## config.mk

```make
export PLATFORM = sky130hd
export DESIGN_NAME = least_slack_tick_scheduler
export DESIGN_NICKNAME = d
export VERILOG_FILES = /design/src/rtl/lsts_pkg.sv /design/src/rtl/least_slack_tick_scheduler.sv /design/src/rtl/lsts_task_eval.sv
export VERILOG_INCLUDE_DIRS = /design/src /design/src/rtl
export SDC_FILE = /design/constraint.sdc
export NUM_CORES = 2
export LEC_CHECK = 0
export BUFFER_PORTS_ARGS = -buffer_cell sky130_fd_sc_hd__buf_2
export CORE_MARGIN = 10
export CORE_UTILIZATION = 40
export DETAILED_ROUTE_END_ITERATION = 10
export SLEW_MARGIN = 20
export SYNTH_ARGS = -nofsm -noshare
export SYNTH_HDL_FRONTEND = slang
export SYNTH_HIERARCHICAL = 1
export SYNTH_SLANG_ARGS = --single-unit
```

## constraint.sdc

```tcl
create_clock -name i_clk -period 14.6 [get_ports i_clk]
set_clock_uncertainty 0.15 [all_clocks]
set_input_delay 1.46 -clock i_clk [delete_from_list [all_inputs] [get_ports i_clk]]
set_output_delay 1.46 -clock i_clk [all_outputs]
set_load 0.02 [all_outputs]
```

## src/rtl/least_slack_tick_scheduler_defines.svh

```systemverilog
// Assertion macros for the least slack tick scheduler.
`ifndef LEAST_SLACK_TICK_SCHEDULER_DEFINES_SVH
`define LEAST_SLACK_TICK_SCHEDULER_DEFINES_SVH

// Same-cycle implication, sampled on i_clk, off during reset.
`define LSTS_ASSERT_NOW(label, ante, cons) \
    label: assert property (@(posedge i_clk) disable iff (!i_rst_n) (ante) |-> (cons)) \
        else $error("lsts assertion failed");

// Next-cycle implication, sampled on i_clk, off during reset.
`define LSTS_ASSERT_NEXT(label, ante, cons) \
    label: assert property (@(posedge i_clk) disable iff (!i_rst_n) (ante) |=> (cons)) \
        else $error("lsts assertion failed");

`endif

```

## src/rtl/lsts_pkg.sv

```systemverilog
// Types, codes and helpers shared by the least slack tick scheduler.
`timescale 1ns / 1ps
`default_nettype none
package lsts_pkg;

    localparam logic [1:0] FUNC_LOAD   = 2'd0;
    localparam logic [1:0] FUNC_START  = 2'd1;
    localparam logic [1:0] FUNC_TICK   = 2'd2;
    localparam logic [1:0] FUNC_FINISH = 2'd3;

    localparam logic [4:0]  IDLE_CODE = 5'd31;
    localparam logic [15:0] SAT16     = 16'hFFFF;

    typedef struct packed {
        logic [15:0] compute;
        logic [15:0] period;
        logic [15:0] deadline;
    } t_task_ent;

    typedef struct packed {
        logic [15:0] rem;
        logic [16:0] absdl;
        logic        ready;
        logic [15:0] phase;
    } t_run_ent;

    typedef struct packed {
        t_run_ent           nxt;
        logic signed [18:0] slack;
        logic               work;
    } t_eval;

    function automatic logic [15:0] sat_inc(input logic [15:0] v);
        return (v == SAT16) ? v : v + 16'd1;
    endfunction

endpackage
`default_nettype wire

```

## src/rtl/least_slack_tick_scheduler.sv

```systemverilog
// Top level of the least slack tick scheduler: control, task memories, counters.
`timescale 1ns / 1ps
`default_nettype none
`include "least_slack_tick_scheduler_defines.svh"
// Usage:
//   A request is taken when start is high and busy is low; i_func selects load,
//   start run, tick or finish. Every request gives one result, shown for one
//   cycle with o_valid; the receiver must take it then and cannot stall it.
//   The user writes the num_tasks register over i_cfg_valid / o_cfg_ready /
//   i_cfg_data only while the block is idle (not enforced). o_cfg_ready is always high.
// Request handling:
//   load and start: result in the next cycle, busy stays low.
//   finish: the request reads the running task's run state and moves to S_FIN,
//   which registers the result; result in the next cycle when no task is running.
//   tick: a new request can be taken in the cycle the result is shown. The tick
//   walks every task entry through the run-state memory, one entry per cycle, in
//   a read / evaluate / compare pipeline that writes each in-use entry's new state
//   back, and at the end writes back the chosen task's decremented work.
// Reset:
//   Run state reads as zero until written (valid bit per entry), running task
//   is idle, counters and clock are zero, num_tasks is 1. Task tables are
//   undefined until loaded. A start request clears the run state.
module least_slack_tick_scheduler
    import lsts_pkg::*;
#(
    parameter int MAX_TASKS = 16
) (
    input  wire         i_clk,
    input  wire         i_rst_n,
    input  wire         start,
    output logic        busy,
    input  wire  [1:0]  i_func,
    input  wire  [3:0]  i_task_index,
    input  wire  [15:0] i_task_compute,
    input  wire  [15:0] i_task_period,
    input  wire  [15:0] i_task_deadline,
    input  wire         i_cfg_valid,
    output logic        o_cfg_ready,
    input  wire  [4:0]  i_cfg_data,
    output logic        o_valid,
    output logic [3:0]  o_chosen_task,
    output logic        o_idle,
    output logic [15:0] o_switch_count,
    output logic [15:0] o_preempt_count
);

    localparam int TIDX_W = (MAX_TASKS > 1) ? $clog2(MAX_TASKS) : 1;
    localparam int CNT_W  = $clog2(MAX_TASKS + 1);
    localparam logic [CNT_W-1:0] TASK_CNT = CNT_W'(MAX_TASKS);

    typedef enum logic [1:0] {S_IDLE, S_PASS, S_FIN} t_state;

    t_state r_state;

    t_task_ent r_tab_mem [MAX_TASKS];
    t_run_ent  r_run_mem [MAX_TASKS];
    logic [MAX_TASKS-1:0] r_run_vld;
    t_task_ent r_tab_q;
    t_run_ent  r_run_q;
    logic      r_rvld_q;

    logic [4:0]  r_num_tasks;
    logic [15:0] r_tick_clock;
    logic [4:0]  r_running;
    logic [15:0] r_switches;
    logic [15:0] r_preempts;
    logic        r_valid;

    logic [CNT_W-1:0]   r_rd_idx;
    logic               r_s1_vld;
    logic [TIDX_W-1:0]  r_s1_idx;
    logic               r_s2_vld;
    logic [TIDX_W-1:0]  r_s2_idx;
    logic signed [18:0] r_s2_slack;
    t_run_ent           r_s2_ent;
    logic               r_best_vld;
    logic [TIDX_W-1:0]  r_best_idx;
    logic signed [18:0] r_best_slack;
    t_run_ent           r_best_ent;
    logic               r_run_work;

    logic              w_acc;
    logic              tab_we;
    logic [TIDX_W-1:0] tab_waddr;
    logic              rd_en;
    logic [TIDX_W-1:0] rd_addr;
    logic              wr_en;
    logic [TIDX_W-1:0] wr_addr;
    t_run_ent          wr_data;
    t_run_ent          w_run_rd;
    t_run_ent          w_pick_ent;
    t_eval             w_ev;
    logic [5:0]        w_n_use;
    logic              w_s1_inuse;
    logic              w_done;
    logic [4:0]        w_pick;

    assign w_acc     = start && !busy;
    assign busy      = (r_state != S_IDLE);
    assign tab_we    = w_acc && (i_func == FUNC_LOAD) && (32'(i_task_index) < MAX_TASKS);
    assign tab_waddr = TIDX_W'(i_task_index);
    assign w_run_rd  = r_rvld_q ? r_run_q : '0;
    assign w_n_use   = (r_num_tasks > 5'(MAX_TASKS)) ? 6'(MAX_TASKS) : {1'b0, r_num_tasks};
    assign w_s1_inuse = (6'(r_s1_idx) < w_n_use);
    assign w_done    = (r_rd_idx == TASK_CNT) && !r_s1_vld && !r_s2_vld;
    assign w_pick    = r_best_vld ? 5'(r_best_idx) : IDLE_CODE;

    always_comb begin
        w_pick_ent       = r_best_ent;
        w_pick_ent.rem   = r_best_ent.rem - 16'd1;
        w_pick_ent.ready = (r_best_ent.rem != 16'd1);
    end

    lsts_task_eval u_eval (
        .i_tab   (r_tab_q),
        .i_run   (w_run_rd),
        .i_clock (r_tick_clock),
        .o_eval  (w_ev)
    );

    always_comb begin
        rd_en   = 1'b0;
        rd_addr = '0;
        case (r_state)
            S_IDLE: begin
                if (w_acc && (i_func == FUNC_FINISH) && (r_running != IDLE_CODE)) begin
                    rd_en   = 1'b1;
                    rd_addr = r_running[TIDX_W-1:0];
                end
            end
            S_PASS: begin
                if (r_rd_idx < TASK_CNT) begin
                    rd_en   = 1'b1;
                    rd_addr = r_rd_idx[TIDX_W-1:0];
                end
            end
            default: begin
                rd_en = 1'b0;
            end
        endcase
    end

    always_comb begin
        wr_en   = 1'b0;
        wr_addr = r_s1_idx;
        wr_data = w_ev.nxt;
        if (r_state == S_PASS) begin
            if (r_s1_vld && w_s1_inuse) begin
                wr_en = 1'b1;
            end else if (w_done && r_best_vld) begin
                wr_en   = 1'b1;
                wr_addr = r_best_idx;
                wr_data = w_pick_ent;
            end
        end
    end

    always_ff @(posedge i_clk) begin
        if (tab_we) begin
            r_tab_mem[tab_waddr] <= '{compute: i_task_compute, period: i_task_period,
                                      deadline: i_task_deadline};
        end
        if (wr_en) begin
            r_run_mem[wr_addr] <= wr_data;
        end
        if (rd_en) begin
            r_tab_q  <= r_tab_mem[rd_addr];
            r_run_q  <= r_run_mem[rd_addr];
            r_rvld_q <= r_run_vld[rd_addr];
        end
    end

    always_ff @(posedge i_clk) begin
        if (!i_rst_n) begin
            r_state      <= S_IDLE;
            r_run_vld    <= '0;
            r_num_tasks  <= 5'd1;
            r_tick_clock <= '0;
            r_running    <= IDLE_CODE;
            r_switches   <= '0;
            r_preempts   <= '0;
            r_valid      <= 1'b0;
            r_rd_idx     <= '0;
            r_s1_vld     <= 1'b0;
            r_s2_vld     <= 1'b0;
            r_best_vld   <= 1'b0;
            r_run_work   <= 1'b0;
        end else begin
            r_valid <= 1'b0;
            if (i_cfg_valid) begin
                r_num_tasks <= i_cfg_data;
            end
            if (wr_en) begin
                r_run_vld[wr_addr] <= 1'b1;
            end
            case (r_state)
                S_IDLE: begin
                    r_s1_vld <= 1'b0;
                    r_s2_vld <= 1'b0;
                    if (w_acc) begin
                        case (i_func)
                            FUNC_LOAD: begin
                                r_valid <= 1'b1;
                            end
                            FUNC_START: begin
                                r_run_vld    <= '0;
                                r_tick_clock <= '0;
                                r_running    <= IDLE_CODE;
                                r_switches   <= '0;
                                r_preempts   <= '0;
                                r_valid      <= 1'b1;
                            end
                            FUNC_TICK: begin
                                r_state    <= S_PASS;
                                r_rd_idx   <= '0;
                                r_best_vld <= 1'b0;
                                r_run_work <= 1'b0;
                            end
                            FUNC_FINISH: begin
                                if (r_running != IDLE_CODE) begin
                                    r_state <= S_FIN;
                                end else begin
                                    r_valid <= 1'b1;
                                end
                            end
                            default: begin
                                r_valid <= 1'b1;
                            end
                        endcase
                    end
                end
                S_PASS: begin
                    r_s1_vld <= rd_en;
                    r_s1_idx <= rd_addr;
                    if (rd_en) begin
                        r_rd_idx <= r_rd_idx + 1'b1;
                    end
                    r_s2_vld   <= r_s1_vld && w_s1_inuse && w_ev.work;
                    r_s2_idx   <= r_s1_idx;
                    r_s2_slack <= w_ev.slack;
                    r_s2_ent   <= w_ev.nxt;
                    if (r_s1_vld && (5'(r_s1_idx) == r_running)) begin
                        r_run_work <= w_s1_inuse ? (w_ev.nxt.rem != 16'd0)
                                                 : (w_run_rd.rem != 16'd0);
                    end
                    if (r_s2_vld && (!r_best_vld || (r_s2_slack < r_best_slack))) begin
                        r_best_vld   <= 1'b1;
                        r_best_idx   <= r_s2_idx;
                        r_best_slack <= r_s2_slack;
                        r_best_ent   <= r_s2_ent;
                    end
                    if (w_done) begin
                        if (w_pick != r_running) begin
                            if ((r_running != IDLE_CODE) && (!r_best_vld || r_run_work)) begin
                                r_preempts <= sat_inc(r_preempts);
                            end
                            r_switches <= sat_inc(r_switches);
                            r_running  <= w_pick;
                        end
                        r_tick_clock <= sat_inc(r_tick_clock);
                        r_valid      <= 1'b1;
                        r_state      <= S_IDLE;
                    end
                end
                S_FIN: begin
                    if (w_run_rd.rem != 16'd0) begin
                        r_preempts <= sat_inc(r_preempts);
                    end
                    r_valid <= 1'b1;
                    r_state <= S_IDLE;
                end
                default: begin
                    r_state <= S_IDLE;
                end
            endcase
        end
    end

    assign o_cfg_ready     = 1'b1;
    assign o_valid         = r_valid;
    assign o_idle          = (r_running == IDLE_CODE);
    assign o_chosen_task   = (r_running == IDLE_CODE) ? 4'd0 : r_running[3:0];
    assign o_switch_count  = r_switches;
    assign o_preempt_count = r_preempts;

    `LSTS_ASSERT_NOW(a_result_when_free, o_valid, !busy)
    `LSTS_ASSERT_NEXT(a_tick_goes_busy, w_acc && (i_func == FUNC_TICK), busy)
    `LSTS_ASSERT_NOW(a_best_has_work, r_best_vld, r_best_ent.rem != 16'd0)
    `LSTS_ASSERT_NOW(a_pick_written_back, (r_state == S_PASS) && w_done && r_best_vld,
                     wr_en && (wr_addr == r_best_idx))

endmodule
`default_nettype wire

```

## src/rtl/lsts_task_eval.sv

```systemverilog
// Per-task release update and slack computation for one tick.
`timescale 1ns / 1ps
`default_nettype none
module lsts_task_eval
    import lsts_pkg::*;
(
    input  wire t_task_ent   i_tab,
    input  wire t_run_ent    i_run,
    input  wire logic [15:0] i_clock,
    output t_eval            o_eval
);

    logic [15:0] per;
    logic [16:0] phase_inc;
    t_run_ent    nxt;

    always_comb begin
        nxt = i_run;
        if (i_run.phase == 16'd0) begin
            nxt.rem   = i_tab.compute;
            nxt.absdl = {1'b0, i_clock} + {1'b0, i_tab.deadline};
            nxt.ready = 1'b1;
        end
        per       = (i_tab.period == 16'd0) ? 16'd1 : i_tab.period;
        phase_inc = {1'b0, i_run.phase} + 17'd1;
        nxt.phase = (phase_inc >= {1'b0, per}) ? 16'd0 : phase_inc[15:0];
    end

    assign o_eval.nxt   = nxt;
    assign o_eval.slack = $signed({2'b00, nxt.absdl}) - $signed({3'b000, i_clock})
                        - $signed({3'b000, nxt.rem});
    assign o_eval.work  = nxt.ready && (nxt.rem != 16'd0);

endmodule
`default_nettype wire
```

-- Word level (Yosys, flattened, before mapping)
Memories as Yosys holds them, arrays and structs flattened. A register that Yosys moved wholly into a read port is not among the register bits.
Cells that the tools add are included.
- add/sub/neg operators: 9
- magnitude comparators: 8
- equal/unequal tests: 28
- muxes and demuxes: 77
- bitwise logic cells: 1
- reductions and logical operators: 40
- operator list (operator ; count):
    16-bit two-way mux ; 18
    50-bit two-way mux ; 4
    16-bit one-hot mux with 2 select lines ; 2
    16-bit by 1-bit adder with 16-bit output (second input constant) ; 3
    16-bit equality test (second input constant) ; 3
    16-bit one-hot mux with 3 select lines ; 1
    5-bit two-way mux ; 9
    34-bit two-way mux ; 1
    16-bit zero test ; 2
    16-bit nonzero test ; 2
    4-bit two-way mux ; 6
    5-bit one-hot mux with 2 select lines ; 2
    19-bit < comparator ; 1
    1-bit two-way mux ; 19
    19-bit by 17-bit subtractor with 19-bit output ; 1
    17-bit by 16-bit subtractor with 18-bit output ; 1
    16-bit by 1-bit adder with 17-bit output (second input constant) ; 1
    16-bit by 16-bit adder with 17-bit output ; 1
    17-bit by 16-bit >= comparator with 1-bit output ; 1
    16-bit by 1-bit inequality test with 1-bit output (second input constant) ; 1
    16-bit OR ; 1
    4-bit AND reduction ; 4
    16-bit by 1-bit subtractor with 16-bit output (second input constant) ; 1
    1-bit logical AND ; 14
    other kinds (34) ; 64
- flip-flop bits (word level): 235
- bits in writable memories: 1568
- input bits: 63
- output and inout bits: 40
- logic and storage cells: 190
- memories kept: 2
- memory list (name ; depth ; bits a word ; read ports ; clocked after Yosys merged registers in ; write ports ; line ; source):
    r_run_mem ; 16 ; 50 ; 1 ; 1 ; 1 ; least_slack_tick_scheduler.sv:56 ; t_run_ent r_run_mem [MAX_TASKS];
    r_tab_mem ; 16 ; 48 ; 1 ; 1 ; 1 ; least_slack_tick_scheduler.sv:55 ; t_task_ent r_tab_mem [MAX_TASKS];

-- Longest topological paths before layout
- word-level depth: 16
- mapped depth: 29
- gate-level depth less buffers: 26

-- Hierarchy
Netlist, hierarchy kept.
- modules (own cells, without submodules) (module ; instances ; cells an instance ; area each (um^2) ; seq. area each (um^2)):
    least_slack_tick_scheduler ; 1 ; 5661 ; 74840.5 ; 56223.9
    lsts_task_eval ; 1 ; 502 ; 3537.1 ; 0.0

-- Worst setup path before layout
No wires, ideal clock.
- path kind: input to register
- from: input port i_rst_n
- to: register r_best_ent[0] (netlist name), enable pin
- library setup time: 0.526 ns
- arrival time: 8.568 ns
- data required time: 13.924 ns
- slack: 5.356 ns
- cell stages on the path: 4
- buffers on the path: 0
- cell sequence: inv_1 nor2_1 nand2_1 a21oi_1
- word-level cells in the longest chain between the ends: 1
- ends and longest elaborated chain (item ; line ; source):
    start: declaration ; least_slack_tick_scheduler.sv:29 ; input wire i_rst_n,
    3-bit AND reduction (no line) ; - ;
    end signal: assignment ; least_slack_tick_scheduler.sv:250 ; r_best_ent <= r_s2_ent;
    end: declaration ; least_slack_tick_scheduler.sv:79 ; t_run_ent r_best_ent;
Every way passes these cells.
A chain may end at the register's enable or synchronous reset.

==> results.md <==
* Status: finished, final reports clean
* Area growth, synth to finish at 11.9%
* Worst skew pair latency at 840 ps
* Crit path max-delay cell type: edfxtp_1
* Commonest cells post-synth: edfxtp_1 (1815), nand2_1 (1777), nand3_1 (639)
* RSZ-0062 raised after global routing: false
* Die X at 463 um
* Hold buffer count at CTS at 0
* Largest stage delay, worst path at 640 ps
* DP HPWL at 112 mm
* Post-synth EDFFs at 1815
* DRC errors left at 0
* Cells after Synth at 6163
* Setup bufs post-CTS at 0
* Startpoint types: register
* Crit end category: register
* Count of final max-slew check failures at 0
* Detail Route Antenna Nets at 0
* 1st-pass router iterations at 8
* Top FF cell, synth: edfxtp_1
* CTS clk-pin slew, worst paths at 60 ps
* Fraction of layout cells with a size suffix above 1 at 8.40%
* Synth area leaders: edfxtp_1 (70%), nand2_1 (8.5%), nand3_1 (4.1%), a311o_1 (2.5%), dfxtp_1 (2.2%)
* Clock Path Buffers at 3
* Worst hold path type: reg -> reg
* Sequential share of the synthesized area at 71.7%
* Final setup violation count at 0
* Syn Nets at 6327
* Nets at 6376
* Largest net degree at the start of global routing at 273
* Maxcap violations at 0
* Starting DRT DRC Count at 5457
* Met3 GRT Util at 3.39%
* Slew margin rel. at 15.7%
* Root Driver: clkbuf_16
* Synthesized area per cell at 12.7 um2
* GRT met2 Usage at 31.4%
* Async SR Flop Fraction at 0%
* Number of global-route vias before repair at 47500
* Gpl congestion at 0.875
* Hold WS at 266 ps
* Most common cell in the netlist: edfxtp_1
* Mapped Area at 0.0784 mm2
* Worst setup path class: reg -> reg
* Yosys reg bits at 1901
* Synth unique cells at 81
* Most used cell, CP: ha_1
* CTS tree: yes
* Peak VDD IR at 0.0000982 V
* Pleak at 30.7 nW
* Yosys top cell by area: edfxtp_1
* Die height at 463 um
* Finished Cell Area at 0.0877 mm2
* DP Area at 0.0818 mm2
* Port bufs at 101
* Worst-path cell chain: and2_1 -> inv_1 -> ha_1 -> nor4b_2 -> nand4_4 -> buf_4 -> o21ai_0 -> ha_1 -> o21a_1 -> o21ai_0 -> o21bai_1 -> a21oi_1 -> xnor2_1 -> ha_1 -> and3_1 -> and3_1 -> a2111oi_2 -> nor3_1 -> a2111oi_4 -> nand2_1 -> xor2_1 -> mux2i_1
* Remaining Overflow, GRT at 0
* Post-CTS Resized at 0
* Slew @ Worst Pin at 1260 ps
* Via density at 5.54
* Crit-path max FO at 50
* Tmin final at 6320 ps
* Number of H-tree levels at 4
* Die area at 0.214 mm2
* Yosys Warn Count at 6
* Vias after detailed routing at 49900
* CTS sink cnt at 1901
* First-pass GRT wire length at 315 mm
* CP required at 15040 ps
* I/O Pins at 103
* TritonCTS buffer count at 189
* Tcrit/Tclk final at 43.3%
* Gr usage total at 19.2%
* PD cells at 130 mW/mm2
* Core Rows at 162
* Drt total wl at 214 mm
* Core Footprint at 0.195 mm2
* Initial antenna violation count at 17
* Met1 Use GR at 26.5%
* Hold Violations, Final at 0
* Initial Utilization at 40.2%
* Wirelength per Cell at 23.8 um
* Grt peak-use layer: met2
* F_max at 158 MHz
* Arrival time worst endpoint at 6750 ps
* Yosys top cell area share at 69.5%
* Sum Neg Setup Slack at 0 ps
## area by class of cell
class	instances	area (um2)
fill	17500	107000
sequential	1901	56200
multi-input combinational	3805	20500
clock buffer	236	4970
tap	2624	3280
timing repair buffer	208	1380
clock inverter	111	832
inverter	107	430
antenna	4	10.0
## sequential cells by signal, indices dropped and copies added, names as in the netlist, 2 cells and up
register         flops
r_run_vld           16
r_running            5
r_best_slack        19
o_preempt_count     16
r_rd_idx             5
r_tick_clock        16
r_num_tasks          5
o_switch_count      16
r_tab_mem          768
r_run_mem          800
r_s2_ent            49
r_run_q             50
r_s2_idx             4
r_state              2
r_s2_slack          19
r_best_ent          49
r_tab_q             48
r_s1_idx             4
r_best_idx           4
## metrics by stage
| stage | setup WS, ps | util (%) | cells | power (W) |
|---|---|---|---|---|
| final | 8280 | 45.0 | 8996 | 0.0114 |
| after global routing | 7910 | 45.0 | 8992 | 0.0117 |
| after CTS | 8370 | 45.0 | 8992 | 0.0115 |
| after detailed placement | 8380 | 42.0 | 8645 | 0.00689 |
| after global placement | 8370 | 42.0 | 8645 | 0.00688 |
| after floorplan | 5360 | - | 6163 | 0.00664 |
## report_power, final
part	switching (W)	leakage (nW)	total [W]	internal [W]
Clock	0.00207	2.82	0.00462	0.00255
Combinational	0.000442	10.7	0.000634	0.000192
Sequential	0.0000483	17.2	0.00615	0.00610
Total	0.00256	30.7	0.0114	0.00885
## worst paths after layout
path	slack, ps	cells past startpoint	end	startpoint
max	8280	22	r_s2_slack[17]	r_rvld_q
max reg2reg	8280	22	r_s2_slack[17]	r_rvld_q
min	270	0	r_best_ent[9]	r_s2_ent[9]
min reg2reg	270	0	r_best_ent[9]	r_s2_ent[9]
## metal layers
metal / part of all wire [%] / vias to the layer above
met5: 0.054 / -
met4: 2.3 / 16
met3: 6.9 / 331
met2: 48 / 1766
met1: 43 / 25200
li1: - / 22600
## layout by cell type (no fill, tap or decap), types with 7 or more instances in the layout
| cell | instances |
|---|---|
| clkbuf_1 | 44 |
| o21a_1 | 30 |
| nand4_1 | 138 |
| dfxtp_1 | 86 |
| xor2_1 | 65 |
| bufinv_16 | 8 |
| ha_1 | 98 |
| nand2_1 | 1777 |
| edfxtp_1 | 1815 |
| clkinv_2 | 29 |
| nand3_1 | 638 |
| and2_1 | 60 |
| inv_6 | 9 |
| nor2_4 | 30 |
| o21ai_0 | 50 |
| clkinvlp_4 | 7 |
| buf_4 | 101 |
| clkbuf_16 | 192 |
| and3_1 | 227 |
| xnor2_1 | 45 |
| a21oi_1 | 55 |
| nor2_1 | 103 |
| a311o_1 | 198 |
| a31oi_1 | 10 |
| nand2b_1 | 17 |
| clkinv_1 | 51 |
| nor2b_1 | 27 |
| nor4_1 | 21 |
| inv_1 | 104 |
| nor3_1 | 26 |
| buf_2 | 101 |
| mux2i_1 | 24 |
| or3_1 | 13 |
| a21o_1 | 23 |
## kinds of logic (layout without fill, tap and decap cells)
kind of cell / Yosys count / count (layout) / synth area share, %
simple gates: 3121 / 3121 / 17.9
buf+inv: 457 / 662 / 2.48
xor+xnor: 110 / 110 / 1.23
compound gates: 445 / 445 / 4.70
mux: 27 / 27 / 0.350
fa+ha+maj: 101 / 101 / 1.64
other cells: 1 / 5 / 0.00478
flops: 1901 / 1901 / 71.7
## worst max-delay path, delay by kind of cell (launching register included)
family	cells	cell delay, ps
mux	1	80
simple gates	7	1200
compound gates	7	2130
flops	1	640
buf+inv	2	650
xor+xnor	2	290
fa+ha+maj	3	910
No activity file was read; power rests on OpenSTA's default activity.
